<file path="src/rtl/pfe_pkg.sv">
`default_nettype none

package pfe_pkg;

  localparam int SQ_SIDE = 5;
  localparam int SQ_SIZE = SQ_SIDE * SQ_SIDE;
  localparam int ALPHA   = 26;

  localparam logic [1:0] REQ_KEY    = 2'd0;
  localparam logic [1:0] REQ_FINISH = 2'd1;
  localparam logic [1:0] REQ_TEXT   = 2'd2;
  localparam logic [1:0] REQ_END    = 2'd3;

  localparam logic [4:0] LET_I = 5'd8;
  localparam logic [4:0] LET_J = 5'd9;
  localparam logic [4:0] LET_X = 5'd23;

  localparam logic [4:0] LAST_LETTER = 5'(ALPHA - 1);
  localparam logic [4:0] FULL_COUNT  = 5'(SQ_SIZE);
  localparam logic [2:0] LAST_INDEX  = 3'(SQ_SIDE - 1);

  typedef logic [4:0] letter_t;
  typedef logic [4:0] pos_t;
  typedef logic [2:0] coord_t;

  function automatic coord_t pos_row(input pos_t p);
    coord_t r;
    if (p >= 5'(4 * SQ_SIDE)) r = 3'd4;
    else if (p >= 5'(3 * SQ_SIDE)) r = 3'd3;
    else if (p >= 5'(2 * SQ_SIDE)) r = 3'd2;
    else if (p >= 5'(SQ_SIDE)) r = 3'd1;
    else r = 3'd0;
    return r;
  endfunction

  function automatic pos_t row_base(input coord_t r);
    return {r, 2'b00} + {2'b00, r};
  endfunction

  function automatic coord_t pos_col(input pos_t p);
    pos_t d;
    d = p - row_base(pos_row(p));
    return d[2:0];
  endfunction

  function automatic pos_t pos_at(input coord_t r, input coord_t c);
    return row_base(r) + {2'b00, c};
  endfunction

  function automatic coord_t step_wrap(input coord_t v);
    return (v == LAST_INDEX) ? 3'd0 : 3'(v + 3'd1);
  endfunction

endpackage

`default_nettype wire

</file>
<file path="src/rtl/playfair_digraph_encryptor.sv">
`default_nettype none
// Key letter: placed in the accepting cycle. Finish key: an accept, then a walk over the alphabet.
// A plaintext or end-of-message beat that closes a pair walks the states RDA, RDB, CALC, SQX,
// SQY, EMIT1 and EMIT2; its cipher letters leave from EMIT1 and EMIT2; in_ready returns in idle.
// The serial reads of the single-port place table and key square set that sequence of states.
// rst_n (synchronous) clears the control state; the key square and place table stay unset.
module playfair_digraph_encryptor (
  input  wire        clk,
  input  wire        rst_n,
  input  wire        in_valid,
  output logic       in_ready,
  input  wire  [1:0] in_req_type,
  input  wire  [4:0] in_letter,
  output logic       out_valid,
  input  wire        out_ready,
  output logic [4:0] out_cipher_letter,
  output logic       out_pair_last,
  output logic       out_message_last
);

  typedef enum logic [3:0] {
    ST_IDLE, ST_FILL, ST_RDA, ST_RDB, ST_CALC, ST_SQX, ST_SQY, ST_EMIT1, ST_EMIT2
  } state_t;

  state_t                  state_r;
  logic [pfe_pkg::ALPHA-1:0] taken_r;
  logic [4:0]              fill_count_r;
  logic                    square_ready_r;
  pfe_pkg::letter_t        held_letter_r;
  logic                    held_valid_r;
  logic [4:0]              fill_idx_r;
  pfe_pkg::letter_t        a_r;
  pfe_pkg::letter_t        b_r;
  logic                    mlast_r;
  pfe_pkg::pos_t           pa_r;
  pfe_pkg::pos_t           xa_r;
  pfe_pkg::pos_t           ya_r;
  pfe_pkg::letter_t        letter_x_r;

  pfe_pkg::letter_t        square_mem [pfe_pkg::SQ_SIZE];
  pfe_pkg::pos_t           place_mem  [pfe_pkg::ALPHA];
  pfe_pkg::pos_t           place_rd_r;
  pfe_pkg::letter_t        sq_rd_r;

  logic             accept;
  pfe_pkg::letter_t l_in;
  logic             l_ok;
  logic [4:0]       key_fill;
  logic             key_taken;
  logic [pfe_pkg::ALPHA-1:0] taken_key_nxt;
  logic             wr_en;
  pfe_pkg::letter_t wr_letter;
  pfe_pkg::pos_t    wr_pos;
  pfe_pkg::letter_t place_raddr;
  pfe_pkg::pos_t    sq_raddr;
  logic             out_free;
  pfe_pkg::coord_t  r1, c1, r2, c2;
  pfe_pkg::pos_t    xa_calc, ya_calc;

  assign in_ready = (state_r == ST_IDLE);
  assign accept   = in_valid && in_ready;
  assign l_in     = (in_letter == pfe_pkg::LET_J) ? pfe_pkg::LET_I : in_letter;
  assign l_ok     = (l_in <= pfe_pkg::LAST_LETTER);
  assign out_free = !out_valid || out_ready;

  // A key letter after a finished square restarts the key, so it sees an empty square.
  assign key_fill  = square_ready_r ? 5'd0 : fill_count_r;
  assign key_taken = square_ready_r ? 1'b0 : (l_ok && taken_r[l_in]);

  always_comb begin
    wr_en     = 1'b0;
    wr_letter = l_in;
    wr_pos    = key_fill;
    if (state_r == ST_FILL) begin
      wr_letter = fill_idx_r;
      wr_pos    = fill_count_r;
      wr_en     = (fill_idx_r != pfe_pkg::LET_J) && !taken_r[fill_idx_r]
                  && (fill_count_r < pfe_pkg::FULL_COUNT);
    end else if (accept && in_req_type == pfe_pkg::REQ_KEY && l_ok) begin
      wr_en = !key_taken && (key_fill < pfe_pkg::FULL_COUNT);
    end
  end

  always_comb begin
    taken_key_nxt = square_ready_r ? '0 : taken_r;
    if (wr_en) begin
      taken_key_nxt[wr_letter] = 1'b1;
    end
  end

  assign place_raddr = (state_r == ST_RDA) ? a_r : b_r;
  assign sq_raddr    = (state_r == ST_SQX) ? xa_r : ya_r;

  always_comb begin
    r1 = pfe_pkg::pos_row(pa_r);
    c1 = pfe_pkg::pos_col(pa_r);
    r2 = pfe_pkg::pos_row(place_rd_r);
    c2 = pfe_pkg::pos_col(place_rd_r);
    if (r1 == r2) begin
      xa_calc = pfe_pkg::pos_at(r1, pfe_pkg::step_wrap(c1));
      ya_calc = pfe_pkg::pos_at(r2, pfe_pkg::step_wrap(c2));
    end else if (c1 == c2) begin
      xa_calc = pfe_pkg::pos_at(pfe_pkg::step_wrap(r1), c1);
      ya_calc = pfe_pkg::pos_at(pfe_pkg::step_wrap(r2), c2);
    end else begin
      xa_calc = pfe_pkg::pos_at(r1, c2);
      ya_calc = pfe_pkg::pos_at(r2, c1);
    end
  end

  always_ff @(posedge clk) begin
    if (wr_en) begin
      square_mem[wr_pos]   <= wr_letter;
      place_mem[wr_letter] <= wr_pos;
    end
    place_rd_r <= place_mem[place_raddr];
    sq_rd_r    <= square_mem[sq_raddr];
  end

  always_ff @(posedge clk) begin
    if (!rst_n) begin
      state_r          <= ST_IDLE;
      taken_r          <= '0;
      fill_count_r     <= '0;
      square_ready_r   <= 1'b0;
      held_letter_r    <= '0;
      held_valid_r     <= 1'b0;
      fill_idx_r       <= '0;
      out_valid        <= 1'b0;
    end else begin
      // The emit states load the next beat themselves when the current one drains.
      if (out_valid && out_ready && state_r != ST_EMIT1 && state_r != ST_EMIT2) begin
        out_valid <= 1'b0;
      end
      unique case (state_r)
        ST_IDLE: begin
          if (accept) begin
            unique case (in_req_type)
              pfe_pkg::REQ_KEY: begin
                if (l_ok) begin
                  if (square_ready_r) begin
                    square_ready_r <= 1'b0;
                    held_valid_r   <= 1'b0;
                    held_letter_r  <= '0;
                  end
                  fill_count_r <= wr_en ? 5'(key_fill + 5'd1) : key_fill;
                  taken_r      <= taken_key_nxt;
                end
              end
              pfe_pkg::REQ_FINISH: begin
                if (!square_ready_r) begin
                  fill_idx_r <= '0;
                  state_r    <= ST_FILL;
                end
              end
              pfe_pkg::REQ_TEXT: begin
                if (l_ok && square_ready_r) begin
                  if (!held_valid_r) begin
                    held_letter_r <= l_in;
                    held_valid_r  <= 1'b1;
                  end else begin
                    a_r          <= held_letter_r;
                    b_r          <= l_in;
                    mlast_r      <= 1'b0;
                    held_valid_r <= 1'b0;
                    state_r      <= ST_RDA;
                  end
                end
              end
              pfe_pkg::REQ_END: begin
                if (square_ready_r && held_valid_r) begin
                  a_r          <= held_letter_r;
                  b_r          <= pfe_pkg::LET_X;
                  mlast_r      <= 1'b1;
                  held_valid_r <= 1'b0;
                  state_r      <= ST_RDA;
                end
              end
              default: ;
            endcase
          end
        end
        ST_FILL: begin
          if (wr_en) begin
            taken_r[fill_idx_r] <= 1'b1;
            fill_count_r        <= 5'(fill_count_r + 5'd1);
          end
          if (fill_idx_r == pfe_pkg::LAST_LETTER) begin
            square_ready_r <= 1'b1;
            state_r        <= ST_IDLE;
          end else begin
            fill_idx_r <= 5'(fill_idx_r + 5'd1);
          end
        end
        ST_RDA: state_r <= ST_RDB;
        ST_RDB: begin
          pa_r    <= place_rd_r;
          state_r <= ST_CALC;
        end
        ST_CALC: begin
          xa_r    <= xa_calc;
          ya_r    <= ya_calc;
          state_r <= ST_SQX;
        end
        ST_SQX: state_r <= ST_SQY;
        ST_SQY: begin
          letter_x_r <= sq_rd_r;
          state_r    <= ST_EMIT1;
        end
        ST_EMIT1: begin
          if (out_free) begin
            out_valid         <= 1'b1;
            out_cipher_letter <= letter_x_r;
            out_pair_last     <= 1'b0;
            out_message_last  <= 1'b0;
            state_r           <= ST_EMIT2;
          end
        end
        ST_EMIT2: begin
          if (out_free) begin
            out_valid         <= 1'b1;
            out_cipher_letter <= sq_rd_r;
            out_pair_last     <= 1'b1;
            out_message_last  <= mlast_r;
            state_r           <= ST_IDLE;
          end
        end
        default: state_r <= ST_IDLE;
      endcase
    end
  end

endmodule

`default_nettype wire

</file>
<file path="config.mk">
export PLATFORM = sky130hd
export DESIGN_NAME = playfair_digraph_encryptor
export DESIGN_NICKNAME = d
export VERILOG_FILES = /design/src/rtl/pfe_pkg.sv /design/src/rtl/playfair_digraph_encryptor.sv
export SDC_FILE = /design/constraint.sdc
export NUM_CORES = 1
export LEC_CHECK = 0
export BUFFER_PORTS_ARGS = -buffer_cell sky130_fd_sc_hd__buf_2
export CAP_MARGIN = 20
export CORE_ASPECT_RATIO = 0.6
export CORE_MARGIN = 1.5
export CORE_UTILIZATION = 55
export DETAILED_ROUTE_END_ITERATION = 10
export PLACE_DENSITY = 0.74
export SYNTH_ARGS = -nofsm -noshare
export SYNTH_HDL_FRONTEND = slang
export SYNTH_SLANG_ARGS = --single-unit
</file>
<file path="constraint.sdc">
create_clock -name clk -period 3.6 [get_ports clk]
set_input_delay 0 -clock clk [delete_from_list [all_inputs] [get_ports clk]]
set_output_delay 0 -clock clk [all_outputs]
set_load 0.01 [all_outputs]
</file>
==> run metrics, run 1 <==
status complete, but fails checks; failing checks negative setup slack; area of the core 0.02986 sq mm; M3 GR Usage around 6.6%; Yosys top cell area share 52.77%; ratio of cells with drive above 1 in the final layout 21.74%; Worst EP required 3.77 ns; DP Area 0.01769 sq mm; Rel. slew slack about a third; port buffer count 19; CP Max Fanout 7; Core Rows 49; Die W ~230 um; Post-synth top flop edfxtp_1; drt pass-1 iters 7; DR iter-0 viols 1615; fmax 0.2716 GHz; largest net degree at the start of global routing 36; Post-synth EDFFs 293; Crit. End Element flip-flop; Synth cell types 84; H-tree Lvls 2; Residual DRC 0; PwrDens 529.5 mW/mm^2; hold path depth 4; Critical Path Source Type flip-flop; Mapped Cells 1282; Finished Cell Area 0.01910 sq mm; Slew Viols, Final 0; first-pass GRT wire length between 60000 and 70000 um; RePlAce Congestion 0.9254; Place WS -0.02171 ns; Via density approximately 6.2; vias in the first global route 10.48k; VDD IR max 0.0003139 V; yosys warns 0; Mapped Area roughly 0.017 sq mm; endpoints failing hold 0; Mapped Nets 1341; Synth Area per Inst 13.00 sq um; global routing's busiest layer met1; met2 Use GR 35.30%; global route overflow 0; fin nets roughly 1.4k; total negative slack -2.035 ns; Seq/Total Area, Yosys 59.74%; initial antenna violation count 1; Routed Antenna Nets 0; Hold Path Class in -> reg; cell taking the most area after synthesis edfxtp_1; CTS buffer count 34; Synth area leaders edfxtp_1 53%, mux4_2 7.3%, dfxtp_1 7.0%, a21oi_1 3.5%, ha_1 2.9%; vias 11.20k; Layout area overhead 14.55%; Ports 20; fin crit share 102.3%; most instantiated cells after synthesis 293 x edfxtp_1, 118 x a21oi_1, 112 x nor2_1; Die H 137.9 um; CP Class reg -> reg; CTS root buffer clkbuf_16; wire length per cell between 20 and 25 um; TritonCTS clock tree done; Starting Density between 50% and 60%; total routed wirelength 41630 um; Synth async-reset ratio 0%; LEAKAGE 7.034 nW; Clock Sinks 351; Skew-Pair Late Insertion Delay 0.53 ns; Worst Skew 0.01813 ns; fin crit period 3.683 ns; RSZ-0062 raised after global routing true; maximum clock path buffer count 3; Post-DP HPWL 28660 um; clock-pin slew on the worst setup and hold paths ~0.060 ns; Die Area roughly 0.031 sq mm; synthesis-stage register bit count about 350; most frequent cell after synthesis edfxtp_1; post-route setup slack -0.08256 ns; Setup Viol. Count Final between 50 and 60; crit path DAT 3.85 ns; met1 Track Usage GR a little over two fifths; maxcap violations 0; Slew @ Worst Pin 0.9848 ns; Worst Reg2Reg Path Length in Cells 8; GRT Total Usage 26.61%
## final cells by class
class | instances | area, sq um
fillers | 2241 | 10760
flip-flops and latches | 351 | 9967
multi-input cells | 797 | 6396
clock buffers | 40 | 924.6
repair buffers | 117 | 870.8
well taps | 408 | 510.5
inverters | 63 | 236.5
clock inverters | 21 | 190.2
diodes | 1 | 2.502
## layout by cell type, fill, tap and decap left out, types with 33 or more instances in the layout
master,instances
dfxtp_1,54
a21oi_1,114
clkbuf_16,35
nor2_1,106
nand2_1,78
nand3_1,43
inv_1,52
mux2i_1,34
mux4_2,54
buf_4,90
edfxtp_1,293
ha_1,33
## where the power goes
group | total, mW | internal (mW) | switching (mW)
clock network | 3.61 | 2.06 | 1.55
registers | 4.68 | 4.56 | 0.116
logic | 1.82 | 0.727 | 1.09
## routing by layer
metal | wire (um) | up-vias | part of all wire (%)
met5 | 0 | - | 0
met3 | 4703 | 80 | 11
li1 | - | 5012 | -
met4 | 930 | 0 | 2.2
met2 | 16740 | 598 | 40
met1 | 19260 | 5507 | 46
## critical path, stage by stage (launching register included)
cell and delay [ns]:
dfxtp_1 0.56, nor2b_1 0.08, a2111oi_0 0.61, and4b_1 0.31
o41ai_4 0.45, nand2_2 0.11, nor2b_2 0.26, nand3b_1 0.43
nor2_1 0.52
## repair_timing
action | in CTS | in global routing
setup buffers | 2 | 8
hold buffers | 6 | 0
resized for setup | 5 | 28
hold endpoints to repair | 13 | 0
setup endpoints to repair | 2 | 29
pin swaps | 4 | 14
## metrics by stage
step | total power, mW | utilization, % | hold WS (ns) | cells
after CTS | 10.00 | 63.28 | 0.02374 | 1789
after floorplan | 5.902 | - | 0.1519 | 1282
final | 10.11 | 63.97 | 0.05486 | 1798
after detailed placement | 6.417 | 59.25 | 0.3479 | 1720
after global placement | 6.366 | 59.25 | 0.3543 | 1720
after global routing | 10.45 | 63.97 | 0.09179 | 1798
## cell families after synthesis
family	count (synthesis)	share of synthesized area, %
and+or+nand+nor	335	9.771
DFF	351	59.74
AOI/OAI and AO/OA	276	10.55
muxes	116	11.26
buffers and inverters	134	3.460
adders and majority gates	49	4.120
xor gates and xnor gates	21	1.103
## final timing paths
check	startpoint	to	slack, ns
setup / recovery	fill_idx_r[0]$_SDFFE_PN0P_	square_mem[10][3]$_DFFE_PP_	-0.08
hold / removal	in_valid	fill_idx_r[2]$_SDFFE_PN0P_	0.05
setup reg to reg	fill_idx_r[0]$_SDFFE_PN0P_	square_mem[10][3]$_DFFE_PP_	-0.08
hold reg to reg	sq_rd_r[0]$_DFF_P_	letter_x_r[0]$_DFFE_PP_	0.41
## flip-flops by register name (all words and copies together), names as in the netlist, 4 cells and up
signal,count
a_r,5
b_r,5
fill_count_r,5
fill_idx_r,5
held_letter_r,5
letter_x_r,5
out_cipher_letter,5
pa_r,5
place_mem,130
place_rd_r,5
sq_rd_r,5
square_mem,125
state_r,4
taken_r,26
xa_r,5
ya_r,5
Note: power is estimated with default switching activity, not from simulation.
==> run 2: changes to the inputs <==
- CORE_ASPECT_RATIO: 0.6 -> 1.1
- TNS_END_PERCENT: unset -> 10
==> run 2 against run 1 <==
The run now ends clean. First-iteration DRC count decreased by 33%. Die area down 0.10%. Utilization down 0.39 points. Maximum frequency grew 3.4%. Final cell count fell by 2.4%. Critical path depth rose by 8. Flip-flop and latch count unchanged. Setup slack better by 0.12 ns. Clock skew barely moved. Largest cell class unchanged.
==> run metrics, run 2 (same netlist as run 1, synthesis figures left out) <==
reg2reg end xa_r[3]$_DFFE_PP_; Die H 185.6 um; Core Rows 66; fin crit share 98.88%; CP Max Fanout 4; wire length per cell 21.99 um; GRT Total Usage 25.30%; hold path depth 2; Crit. End Element flip-flop; CTS buffer count 36; clock-pin slew on the worst setup and hold paths about 0.060 ns; Rel. slew slack 36.20%; Top reg by flops place_mem; worst-path cell chain maj3_2 -> a221oi_4 -> nor2_2 -> ha_2 -> inv_2 -> fa_2 -> inv_1 -> ha_4 -> nor2_1 -> mux2_4 -> ha_4 -> nand2_1 -> o21ai_2 -> nor2_1 -> a311oi_1 -> o22ai_1; most frequent cells in the layout 293 x edfxtp_1, 115 x a21oi_1, 111 x nor2_1, 78 x nand2_1, 75 x buf_4; port buffer count 19; first-pass GRT wire length 60130 um; fmax between 0.2 and 0.3 GHz; endpoints failing hold 0; number of flip-flops in the largest register 130; global route overflow 0; fin crit period 3.560 ns; placed cells around 1.7k; maximum clock path buffer count 3; Starting Density a little under three fifths; hold slack 0.02930 ns; Residual DRC 0; Hold Path Class in -> reg; DR iter-0 viols 1086; Routed Antenna Nets 0; area of the core between 0.02 and 0.03 sq mm; Non-Filler Instances 1754; Worst path slowest cell fa_2; Post-DP HPWL approximately 26000 um; CP Class reg -> reg; maxcap violations 0; Die Area 0.03137 sq mm; RSZ-0062 raised after global routing true; worst reg2reg path startpoint pa_r[0]$_DFFE_PP_; drt pass-1 iters 5; status completed; Worst Skew approximately 0.018 ns; initial antenna violation count 0; Clock Sinks 351; fin nets ~1.4k; LEAKAGE 6.966 nW; Die W 169.0 um; HP Start rst_n; Largest regs place_mem x130, square_mem x125, taken_r x26; Worst Hold Path EP square_ready_r$_SDFFE_PN0P_; Setup Viol. Count Final 0; vias in the first global route 10.74k; Via density around 6.2; RePlAce Congestion 0.9262; Ports 20; Worst Reg2Reg Path Length in Cells 16; FF-to-FF setup slack around 0.04 ns; vias 10.89k; most common cell after layout, fill and taps aside edfxtp_1; Skew-Pair Late Insertion Delay 0.53 ns; total routed wirelength roughly 39000 um; TritonCTS clock tree done; VDD IR max 0.0004242 V; largest net degree at the start of global routing 40; PwrDens about 530 mW/mm^2; Worst EP required 3.86 ns; Slew @ Worst Pin 0.9559 ns; Critical Path Source Type flip-flop; Slew Viols, Final 0; ratio of cells with drive above 1 in the final layout 19.71%; Layout area overhead 13.36%; crit path DAT 3.82 ns; CTS root buffer clkbuf_16; H-tree Lvls 2; # diodes 0; max incr delay on CP 0.45 ns
run 2: cell types whose count changed in the layout (fill, tap and decap cells not counted), moves of 4 or more:
cell | before | now
nor2_2 | 5 | 1
buf_4 | 90 | 75
clkbuf_1 | 2 | 9
nor2_1 | 106 | 111
run 2: report_power, final:
part | switching, mW | internal (mW)
logic | 1.01 | 0.698
registers | 0.105 | 4.57
clock network | 1.53 | 2.11
run 2: final cells by class:
type,count,area (sq um)
clock buffers,46,959.7
multi-input cells,797,6310
repair buffers,103,778.2
fillers,2166,10830
flip-flops and latches,351,9963
well taps,374,467.9
inverters,63,236.5
clock inverters,20,183.9
run 2: what timing repair did:
| item | 4_1_cts | 5_1_grt |
|---|---|---|
| endpoints found under the setup margin | 2 | 4 |
| buffers inserted | 0 | 5 |
| endpoints found under the hold margin | 8 | 0 |
| pin swaps | 0 | 4 |
| gates resized for setup | 1 | 13 |
| hold buffers | 6 | 0 |
run 2: worst max path at each step:
stage                           from                 to  slack [ns]
3_5_place_dp   place_rd_r[3]$_DFF_P_  ya_r[3]$_DFFE_PP_      -0.006
3_3_place_gp       pa_r[0]$_DFFE_PP_  xa_r[3]$_DFFE_PP_        0.11
5_1_grt            pa_r[0]$_DFFE_PP_  xa_r[4]$_DFFE_PP_       -0.15
6_report           pa_r[0]$_DFFE_PP_  xa_r[3]$_DFFE_PP_        0.04
4_1_cts        place_rd_r[1]$_DFF_P_  ya_r[3]$_DFFE_PP_        0.02
2_1_floorplan      pa_r[3]$_DFFE_PP_  xa_r[3]$_DFFE_PP_       -0.15
run 2: per-stage QoR:
step                utilization (%)  worst slack (ns)  cell area [sq um]  power [mW]  setup TNS [ns]
global route                  63.57           -0.1536              18900       10.39         -0.5661
CTS                           63.22           0.02125              18800       9.992               0
finish                        63.57           0.04025              18900       10.03               0
detailed placement            59.18         -0.005808              17590       6.392       -0.005808
global placement              59.18            0.1077              17590       6.336               0
floorplan                         -           -0.1469              16720       5.900         -0.4128
run 2: critical path, delay by kind of cell, from the launching register on:
kind	cells	cell delay, ns
buffers and inverters	2	0.16
adder cells (fa/ha/maj)	5	1.43
flip-flops	1	0.42
AO/OA/AOI/OAI	4	0.79
AND/OR/NAND/NOR	4	0.23
multiplexers	1	0.26
run 2: metal layers:
metal	routed length (um)	track usage, %	vias up	part of all wire [%]
li1	-	-	4998	-
met1	15740	33.33	5408	41
met2	19280	43.31	405	50
met4	1075	8.425	0	2.8
met3	2483	3.912	83	6.4
met5	0	0	-	0
